**config.mk**
```make
export PLATFORM = sky130hd
export DESIGN_NAME = key_insertion_sorter_dup_check_unit
export DESIGN_NICKNAME = d
export VERILOG_FILES = /design/src/sv/kisd_pkg.sv /design/src/sv/kisd_cmp_unit.sv /design/src/sv/key_insertion_sorter_dup_check_unit.sv
export SDC_FILE = /design/constraint.sdc
export NUM_CORES = 2
export LEC_CHECK = 0
export ABC_CLOCK_PERIOD_IN_PS = 10900
export BUFFER_PORTS_ARGS = -buffer_cell sky130_fd_sc_hd__buf_2
export CAP_MARGIN = 25
export CORE_ASPECT_RATIO = 1.75
export CORE_UTILIZATION = 45
export DETAILED_ROUTE_END_ITERATION = 7
export SYNTH_ARGS = -nofsm -noshare
export SYNTH_HDL_FRONTEND = slang
export SYNTH_SLANG_ARGS = --single-unit
```
**constraint.sdc**
```tcl
create_clock -name i_clk -period 10.9 [get_ports i_clk]
set_input_delay 1.09 -clock i_clk [delete_from_list [all_inputs] [get_ports i_clk]]
set_output_delay 1.09 -clock i_clk [all_outputs]
set_load 0.05 [all_outputs]
```
**src/sv/kisd_pkg.sv**
```systemverilog
// ============================================================================
// kisd_pkg - shared types and constants of the key sorter
// Store depth, field widths, status codes, sequencer states and the control
// group of the shared compare unit.
// ============================================================================
package kisd_pkg;

    // Store depth; the block works for any depth from 2 to 64.
    localparam int MAX_ENTRIES = 32;
    localparam int IDX_W       = $clog2(MAX_ENTRIES);
    localparam int CNT_W       = $clog2(MAX_ENTRIES + 1);

    localparam int KEY_W    = 32;
    localparam int TAG_W    = 16;
    localparam int STATUS_W = 2;

    localparam logic [STATUS_W-1:0] ST_OK  = 2'd0;
    localparam logic [STATUS_W-1:0] ST_DUP = 2'd1;
    localparam logic [STATUS_W-1:0] ST_OVF = 2'd2;

    typedef struct packed {
        logic [KEY_W-1:0] key;
        logic [TAG_W-1:0] tag;
    } t_entry;

    typedef enum logic [2:0] {
        S_LOAD,
        S_PICK,
        S_FETCH,
        S_CMP,
        S_PLACE,
        S_DRAIN,
        S_TAIL
    } t_state;

    typedef struct packed {
        logic clear;
        logic sample;
    } t_cmp_ctrl;

endpackage

```
**src/sv/kisd_cmp_unit.sv**
```systemverilog
// ============================================================================
// kisd_cmp_unit - shared key comparator with duplicate tracking
// One magnitude compare used by every insertion step, plus a sticky flag that
// records an equal key at the point where an insertion comes to rest.
// ============================================================================
module kisd_cmp_unit (
    input  logic                      i_clk,
    input  logic                      i_rst_n,
    input  logic [kisd_pkg::KEY_W-1:0] i_a,
    input  logic [kisd_pkg::KEY_W-1:0] i_b,
    input  kisd_pkg::t_cmp_ctrl        i_ctrl,
    output logic                      o_gt,
    output logic                      o_dup
);

    logic r_dup;
    logic n_dup;

    assign o_gt = i_a > i_b;

    always_comb begin
        n_dup = r_dup;
        if (i_ctrl.clear) begin
            n_dup = 1'b0;
        end else if (i_ctrl.sample && (i_a == i_b)) begin
            n_dup = 1'b1;
        end
    end

    always_ff @(posedge i_clk) begin
        if (!i_rst_n) begin
            r_dup <= 1'b0;
        end else begin
            r_dup <= n_dup;
        end
    end

    assign o_dup = r_dup;

endmodule

```
**src/sv/key_insertion_sorter_dup_check_unit.sv**
```systemverilog
// ============================================================================
// key_insertion_sorter_dup_check_unit - stable key sorter with duplicate check
// Collects a list of key/tag entries, sorts them by insertion and streams
// them out in ascending key order with a list status on the final result.
// ============================================================================
//
// Usage. An entry beat is taken at a rising edge where start is high and
// busy is low. While a list is being loaded busy stays low, so entries may
// arrive on every cycle. The entry with i_entry_last set closes the list;
// busy then rises while the stored entries are sorted in place and streamed
// out. Each result appears for exactly one cycle with o_strobe high; the
// receiver cannot stall, so results are simply presented and dropped.
//
// Timing. Loading writes each entry into the store. The sort uses one read
// port, one write port and one shared comparator; each insertion passes
// through S_PICK and S_FETCH, then one S_CMP step per element shifted, and
// ends in S_CMP or S_PLACE. The drain then delivers one result per cycle,
// each read registered in the store and then in the output registers. busy
// falls in the cycle that carries the final result.
//
// If more entries arrive than the store holds, the surplus is dropped and
// the closing entry yields a single result with status overflow, in the
// cycle after it is taken, without busy rising. Reset empties the list and
// clears the strobe; the store contents need no reset, since only entries
// written in the current list are ever read.
//
module key_insertion_sorter_dup_check_unit (
    input  logic                          i_clk,
    input  logic                          i_rst_n,
    input  logic                          start,
    output logic                          busy,
    input  logic [kisd_pkg::KEY_W-1:0]    i_entry_key,
    input  logic [kisd_pkg::TAG_W-1:0]    i_entry_tag,
    input  logic                          i_entry_last,
    output logic                          o_strobe,
    output logic [kisd_pkg::KEY_W-1:0]    o_sorted_key,
    output logic [kisd_pkg::TAG_W-1:0]    o_sorted_tag,
    output logic                          o_result_last,
    output logic [kisd_pkg::STATUS_W-1:0] o_list_status
);

    localparam logic [kisd_pkg::CNT_W-1:0] CNT_MAX =
        kisd_pkg::CNT_W'(kisd_pkg::MAX_ENTRIES);
    localparam logic [kisd_pkg::CNT_W-1:0] CNT_ONE = kisd_pkg::CNT_W'(1);
    localparam logic [kisd_pkg::CNT_W-1:0] CNT_TWO = kisd_pkg::CNT_W'(2);

    // Entry store: one write and one registered read per cycle.
    kisd_pkg::t_entry r_mem [kisd_pkg::MAX_ENTRIES];
    kisd_pkg::t_entry r_rd;
    logic                       wr_en;
    logic [kisd_pkg::IDX_W-1:0] wr_addr;
    kisd_pkg::t_entry           wr_data;
    logic [kisd_pkg::IDX_W-1:0] rd_addr;

    // Sequencer state.
    kisd_pkg::t_state           r_state, n_state;
    logic [kisd_pkg::CNT_W-1:0] r_cnt, n_cnt;   // entries held while loading
    logic                       r_ovf, n_ovf;   // an entry was dropped
    logic [kisd_pkg::CNT_W-1:0] r_n, n_n;       // list length for sort/drain
    logic [kisd_pkg::CNT_W-1:0] r_i, n_i;       // element being inserted
    logic [kisd_pkg::CNT_W-1:0] r_p, n_p;       // hole position of insertion
    logic [kisd_pkg::CNT_W-1:0] r_j, n_j;       // drain read index
    kisd_pkg::t_entry           r_k, n_k;       // entry being inserted
    logic                       r_pend, n_pend; // drain read data arrives
    logic                       r_pend_last, n_pend_last;

    // Output registers.
    logic                          r_o_vld, n_o_vld;
    logic [kisd_pkg::KEY_W-1:0]    r_o_key, n_o_key;
    logic [kisd_pkg::TAG_W-1:0]    r_o_tag, n_o_tag;
    logic                          r_o_last, n_o_last;
    logic [kisd_pkg::STATUS_W-1:0] r_o_status, n_o_status;

    // Shared comparator.
    kisd_pkg::t_cmp_ctrl cmp_ctrl;
    logic                cmp_gt;
    logic                cmp_dup;

    logic accept;

    assign accept = start && !busy;
    assign busy   = (r_state != kisd_pkg::S_LOAD);

    kisd_cmp_unit u_cmp (
        .i_clk   (i_clk),
        .i_rst_n (i_rst_n),
        .i_a     (r_rd.key),
        .i_b     (r_k.key),
        .i_ctrl  (cmp_ctrl),
        .o_gt    (cmp_gt),
        .o_dup   (cmp_dup)
    );

    always_ff @(posedge i_clk) begin
        if (wr_en) begin
            r_mem[wr_addr] <= wr_data;
        end
        r_rd <= r_mem[rd_addr];
    end

    always_comb begin
        n_state     = r_state;
        n_cnt       = r_cnt;
        n_ovf       = r_ovf;
        n_n         = r_n;
        n_i         = r_i;
        n_p         = r_p;
        n_j         = r_j;
        n_k         = r_k;
        n_pend      = 1'b0;
        n_pend_last = 1'b0;

        wr_en   = 1'b0;
        wr_addr = r_p[kisd_pkg::IDX_W-1:0];
        wr_data = r_k;
        rd_addr = r_i[kisd_pkg::IDX_W-1:0];

        cmp_ctrl.clear  = 1'b0;
        cmp_ctrl.sample = 1'b0;

        // A drain read issued last cycle is now in r_rd: move it out.
        n_o_vld    = r_pend;
        n_o_key    = r_rd.key;
        n_o_tag    = r_rd.tag;
        n_o_last   = r_pend_last;
        n_o_status = (r_pend_last && cmp_dup) ? kisd_pkg::ST_DUP : kisd_pkg::ST_OK;

        unique case (r_state)
            kisd_pkg::S_LOAD: begin
                if (accept) begin
                    if (r_cnt < CNT_MAX) begin
                        wr_en        = 1'b1;
                        wr_addr      = r_cnt[kisd_pkg::IDX_W-1:0];
                        wr_data.key  = i_entry_key;
                        wr_data.tag  = i_entry_tag;
                        n_cnt        = r_cnt + CNT_ONE;
                    end else begin
                        n_ovf = 1'b1;
                    end
                    if (i_entry_last) begin
                        n_cnt          = '0;
                        n_ovf          = 1'b0;
                        cmp_ctrl.clear = 1'b1;
                        if (r_ovf || (r_cnt == CNT_MAX)) begin
                            n_o_vld    = 1'b1;
                            n_o_key    = '0;
                            n_o_tag    = '0;
                            n_o_last   = 1'b1;
                            n_o_status = kisd_pkg::ST_OVF;
                        end else begin
                            n_n = r_cnt + CNT_ONE;
                            n_j = '0;
                            n_i = CNT_ONE;
                            // A single entry is already in order.
                            n_state = (r_cnt == '0) ? kisd_pkg::S_DRAIN
                                                    : kisd_pkg::S_PICK;
                        end
                    end
                end
            end

            kisd_pkg::S_PICK: begin
                rd_addr = r_i[kisd_pkg::IDX_W-1:0];
                n_state = kisd_pkg::S_FETCH;
            end

            kisd_pkg::S_FETCH: begin
                n_k     = r_rd;
                n_p     = r_i;
                rd_addr = kisd_pkg::IDX_W'(r_i - CNT_ONE);
                n_state = kisd_pkg::S_CMP;
            end

            kisd_pkg::S_CMP: begin
                // r_rd holds the entry just left of the hole.
                wr_en = 1'b1;
                if (cmp_gt) begin
                    wr_data = r_rd;
                    n_p     = r_p - CNT_ONE;
                    rd_addr = kisd_pkg::IDX_W'(r_p - CNT_TWO);
                    if (r_p == CNT_ONE) begin
                        n_state = kisd_pkg::S_PLACE;
                    end
                end else begin
                    wr_data         = r_k;
                    cmp_ctrl.sample = 1'b1;
                    if ((r_i + CNT_ONE) == r_n) begin
                        n_state = kisd_pkg::S_DRAIN;
                    end else begin
                        n_i     = r_i + CNT_ONE;
                        n_state = kisd_pkg::S_PICK;
                    end
                end
            end

            kisd_pkg::S_PLACE: begin
                wr_en   = 1'b1;
                wr_data = r_k;
                if ((r_i + CNT_ONE) == r_n) begin
                    n_state = kisd_pkg::S_DRAIN;
                end else begin
                    n_i     = r_i + CNT_ONE;
                    n_state = kisd_pkg::S_PICK;
                end
            end

            kisd_pkg::S_DRAIN: begin
                rd_addr     = r_j[kisd_pkg::IDX_W-1:0];
                n_pend      = 1'b1;
                n_pend_last = ((r_j + CNT_ONE) == r_n);
                if ((r_j + CNT_ONE) == r_n) begin
                    n_state = kisd_pkg::S_TAIL;
                end else begin
                    n_j = r_j + CNT_ONE;
                end
            end

            kisd_pkg::S_TAIL: begin
                // The final read is being registered out on this edge.
                n_state = kisd_pkg::S_LOAD;
            end

            default: begin
                n_state = kisd_pkg::S_LOAD;
            end
        endcase
    end

    always_ff @(posedge i_clk) begin
        if (!i_rst_n) begin
            r_state     <= kisd_pkg::S_LOAD;
            r_cnt       <= '0;
            r_ovf       <= 1'b0;
            r_pend      <= 1'b0;
            r_pend_last <= 1'b0;
            r_o_vld     <= 1'b0;
        end else begin
            r_state     <= n_state;
            r_cnt       <= n_cnt;
            r_ovf       <= n_ovf;
            r_pend      <= n_pend;
            r_pend_last <= n_pend_last;
            r_o_vld     <= n_o_vld;
        end
    end

    // Working registers of the sort and the output payload carry no reset.
    always_ff @(posedge i_clk) begin
        r_n        <= n_n;
        r_i        <= n_i;
        r_p        <= n_p;
        r_j        <= n_j;
        r_k        <= n_k;
        r_o_key    <= n_o_key;
        r_o_tag    <= n_o_tag;
        r_o_last   <= n_o_last;
        r_o_status <= n_o_status;
    end

    assign o_strobe      = r_o_vld;
    assign o_sorted_key  = r_o_key;
    assign o_sorted_tag  = r_o_tag;
    assign o_result_last = r_o_last;
    assign o_list_status = r_o_status;

    // The hole is never at the left end while a neighbour is compared.
    a_cmp_hole: assert property (@(posedge i_clk) disable iff (!i_rst_n)
        (r_state == kisd_pkg::S_CMP) |-> (r_p != '0))
        else $error("insertion compare with hole at position zero");

    // The load count never passes the store depth.
    a_cnt_range: assert property (@(posedge i_clk) disable iff (!i_rst_n)
        (r_cnt <= CNT_MAX))
        else $error("entry count beyond store depth");

    // Results of one run follow each other on consecutive cycles.
    a_run_gapless: assert property (@(posedge i_clk) disable iff (!i_rst_n)
        (o_strobe && !o_result_last) |=> o_strobe)
        else $error("gap inside a sorted run");

    // Only the final beat of a run carries a status other than ok.
    a_status_last: assert property (@(posedge i_clk) disable iff (!i_rst_n)
        (o_strobe && !o_result_last) |-> (o_list_status == kisd_pkg::ST_OK))
        else $error("status on a result that is not the final one");

    // A result beat is never produced in the compare or place steps of the sort.
    a_no_strobe_sort: assert property (@(posedge i_clk) disable iff (!i_rst_n)
        (r_state == kisd_pkg::S_CMP || r_state == kisd_pkg::S_PLACE) |-> !o_strobe)
        else $error("result strobe during sorting");

endmodule
```
==> summary.txt <==
Leak = 23.92 nW
async set-or-reset flop fraction in the synthesized netlist = 0
post-CTS sizing = 0
top_reg_cell synth = edfxtp_1
GPL Wtd Cong = 0.8841
Yosys Warn Count = 0
Finished Core Util = 0.5091
first-pass GRT wire length = 259.4 mm
Detail Placement HPWL = 97.96 mm
post-layout min period = 6.111 ns
Row Count = 185
area of the die = 0.1476 mm²
final WL = 184.7 mm
Final TNS setup = 0 ns
crit path kind = reg2reg
Least-Margin Pin Slew = 1.143 ns
Worst EP required = 11.62 ns
Gate Count Post-Synth = 3511
initial antenna violation count = 12
Worst VDD drop = 671.1 µV
Final #Nets = 3770
CP Launch Type = flop
CP Max Fanout = 52
IO Pins = 105
Setup crit end kind = flop
Max Slew Vio Count = 0
status = finished, final reports clean
DR pass1 iterations = 6
via count = 35000
Final Instance Area = 0.07389 mm²
Fill cells = 11490
CTS sink cnt = 1721
Rel. slew slack = 0.2378
number of port buffers = 104
Max H-tree Level = 4
Yosys reg bits = 1721
CTS Buf Count = 152
dpl cell area = 0.06890 mm²
register area share after synthesis = 0.7692
cell taking the most area after synthesis = edfxtp_1
worst skew pair latency = 0.79 ns
crit share post-route = 0.5607
Cell Pwr Density = 360.5 mW/mm²
Worst EP arrival = 6.83 ns
Total GRT Usage = 0.2507
Fmax = 163.6 MHz
RSZ-0062 raised after global routing = false
grt ovf = 0
Core Footprint = 0.1451 mm²
Synth Net Count = 3604
area delta synth->final = 12.44%
Hold Buf Count CTS = 0
synth top area cells = edfxtp_1 73%, mux4_2 9.9%, dfxtp_1 3.4%
WL/cell = 32.54 µm
Commonest cells post-synth = 1608 x edfxtp_1, 337 x nand2_1, 288 x mux4_2
root buffer cell = clkbuf_16
Starting Density = 0.4528
max cap viols = 0
largest net degree at the start of global routing = 146
Die Y-Extent = 507.5 µm
most frequent cell after synthesis = edfxtp_1
FF/Latch Area = 0.05055 mm²
Post-CTS Setup Inserts = 0
Remaining DRCs = 0
area of the multi-input gates = 0.01421 mm²
skew final = 0.03673 ns
mean area per synthesized cell = 18.72 µm²
top-area cell type share of the netlist area = 0.7348
Netlist Area Pre-Place = 0.06571 mm²
Clock Path Buffers = 3
Final Hold Vio Count = 0
Antenna Violating Nets Remaining = 0
CTS clock-pin slew for the worst setup and hold paths = 0.06 ns
chip width = 290.9 µm
Cell variety after synth = 66
vias in the first global route = 35080
TritonCTS clock tree = done
Post-synth EDFFs = 1608
initial DRC count = 4389
share of cells above drive strength 1 = 0.2046
Setup Viol. Count Final = 0
hold crit path type = reg2reg
vias per std cell = 6.168
-- cells in the final DEF (no fill, tap or decap), types with 33 or more instances in the layout --
cell	instances
a21oi_1	36
ha_1	41
buf_2	104
buf_4	86
a31oi_1	50
a222oi_1	45
dfxtp_1	113
nor2b_1	56
a32oi_1	50
nand2_1	337
o22ai_1	146
nor4_1	49
nor2_1	37
nand3_1	114
o21ai_0	33
clkbuf_1	36
mux2i_1	53
edfxtp_1	1608
nor2_4	37
mux4_2	288
inv_1	87
clkbuf_16	157
-- cells by family (layout without fill, tap and decap cells) --
kind of cell / count (synthesis) / in the layout / synth area share
multiplexers: 343 / 343 / 0.1071
buffers and inverters: 281 / 573 / 0.02058
other: 0 / 1 / 0
AO/OA/AOI/OAI: 402 / 402 / 0.04282
XOR/XNOR: 31 / 31 / 0.004132
adder cells (fa/ha/maj): 41 / 41 / 0.007807
AND/OR/NAND/NOR: 692 / 692 / 0.04831
flip-flops: 1721 / 1721 / 0.7692
-- final timing paths --
| kind | startpoint | endpoint | slack, ns | depth (start not counted) |
|---|---|---|---|---|
| max | r_k[45]$_DFFE_PP_ | r_rd[44]$_DFF_P_ | 4.79 | 14 |
| min reg2reg | r_pend_last$_SDFF_PN0_ | o_list_status[0]$_DFF_P_ | 0.44 | 2 |
| max reg2reg | r_k[45]$_DFFE_PP_ | r_rd[44]$_DFF_P_ | 4.79 | 14 |
| min | r_pend_last$_SDFF_PN0_ | o_list_status[0]$_DFF_P_ | 0.44 | 2 |
-- final cells by class --
cell class | instances | area share
Sequential cell | 1721 | 0.6841
Multi-Input combinational cell | 1509 | 0.1923
Clock buffer | 208 | 0.05779
Tap cell | 1870 | 0.03167
Timing Repair Buffer | 205 | 0.02059
Clock inverter | 72 | 0.009025
Inverter | 88 | 0.004470
Antenna cell | 1 | 0.00003387
-- metrics by stage --
step | hold WS, ns | std cells | worst slack, ns | power [W]
2_1_floorplan | 0.4094 | 3511 | 6.143 | 0.01792
3_3_place_gp | 0.4294 | 5382 | 4.695 | 0.02137
3_5_place_dp | 0.4289 | 5391 | 4.760 | 0.02150
4_1_cts | 0.4346 | 5671 | 4.724 | 0.02684
5_1_grt | 0.4643 | 5674 | 4.586 | 0.02777
6_report | 0.4385 | 5674 | 4.789 | 0.02664
-- layer usage --
metal	global-route usage	vias to the layer above	share of wire
li1	-	14500	-
met1	0.3203	18380	0.38
met2	0.4276	1704	0.51
met3	0.04207	399	0.078
met4	0.09877	16	0.039
met5	0	-	0.00064
-- where the power goes --
part	total, W	switching (W)	leakage (nW)	internal [W]
registers	0.00976	0.000348	15.5	0.00941
clock network	0.00537	0.00238	2.41	0.00299
logic	0.0115	0.00738	6.02	0.00413
total	0.0266	0.0101	23.9	0.0165
-- worst max-delay path, cell delays in order (launching register included) --
cell and delay, ns:
edfxtp_1 0.38, inv_1 0.07, ha_1 0.24, a21oi_1 0.16
nor2_1 0.06, a211oi_1 0.86, a41oi_1 0.36, o21ai_0 0.29
a31o_4 0.78, buf_4 0.72, buf_4 0.73, mux4_2 0.36
o22ai_1 0.09, nor4_1 0.57, buf_4 0.25
-- registers in the layout, indices dropped and copies added (netlist names) --
register	flops
r_mem	1536
r_k	48
r_rd	48
o_sorted_key	32
o_sorted_tag	16
r_cnt	6
r_i	6
r_j	6
r_n	6
r_p	6
r_state	3
o_list_status	2
o_result_last	1
o_strobe	1
r_ovf	1
r_pend	1
r_pend_last	1
u_cmp.o_dup	1
Power figures use the tool's default switching activity.
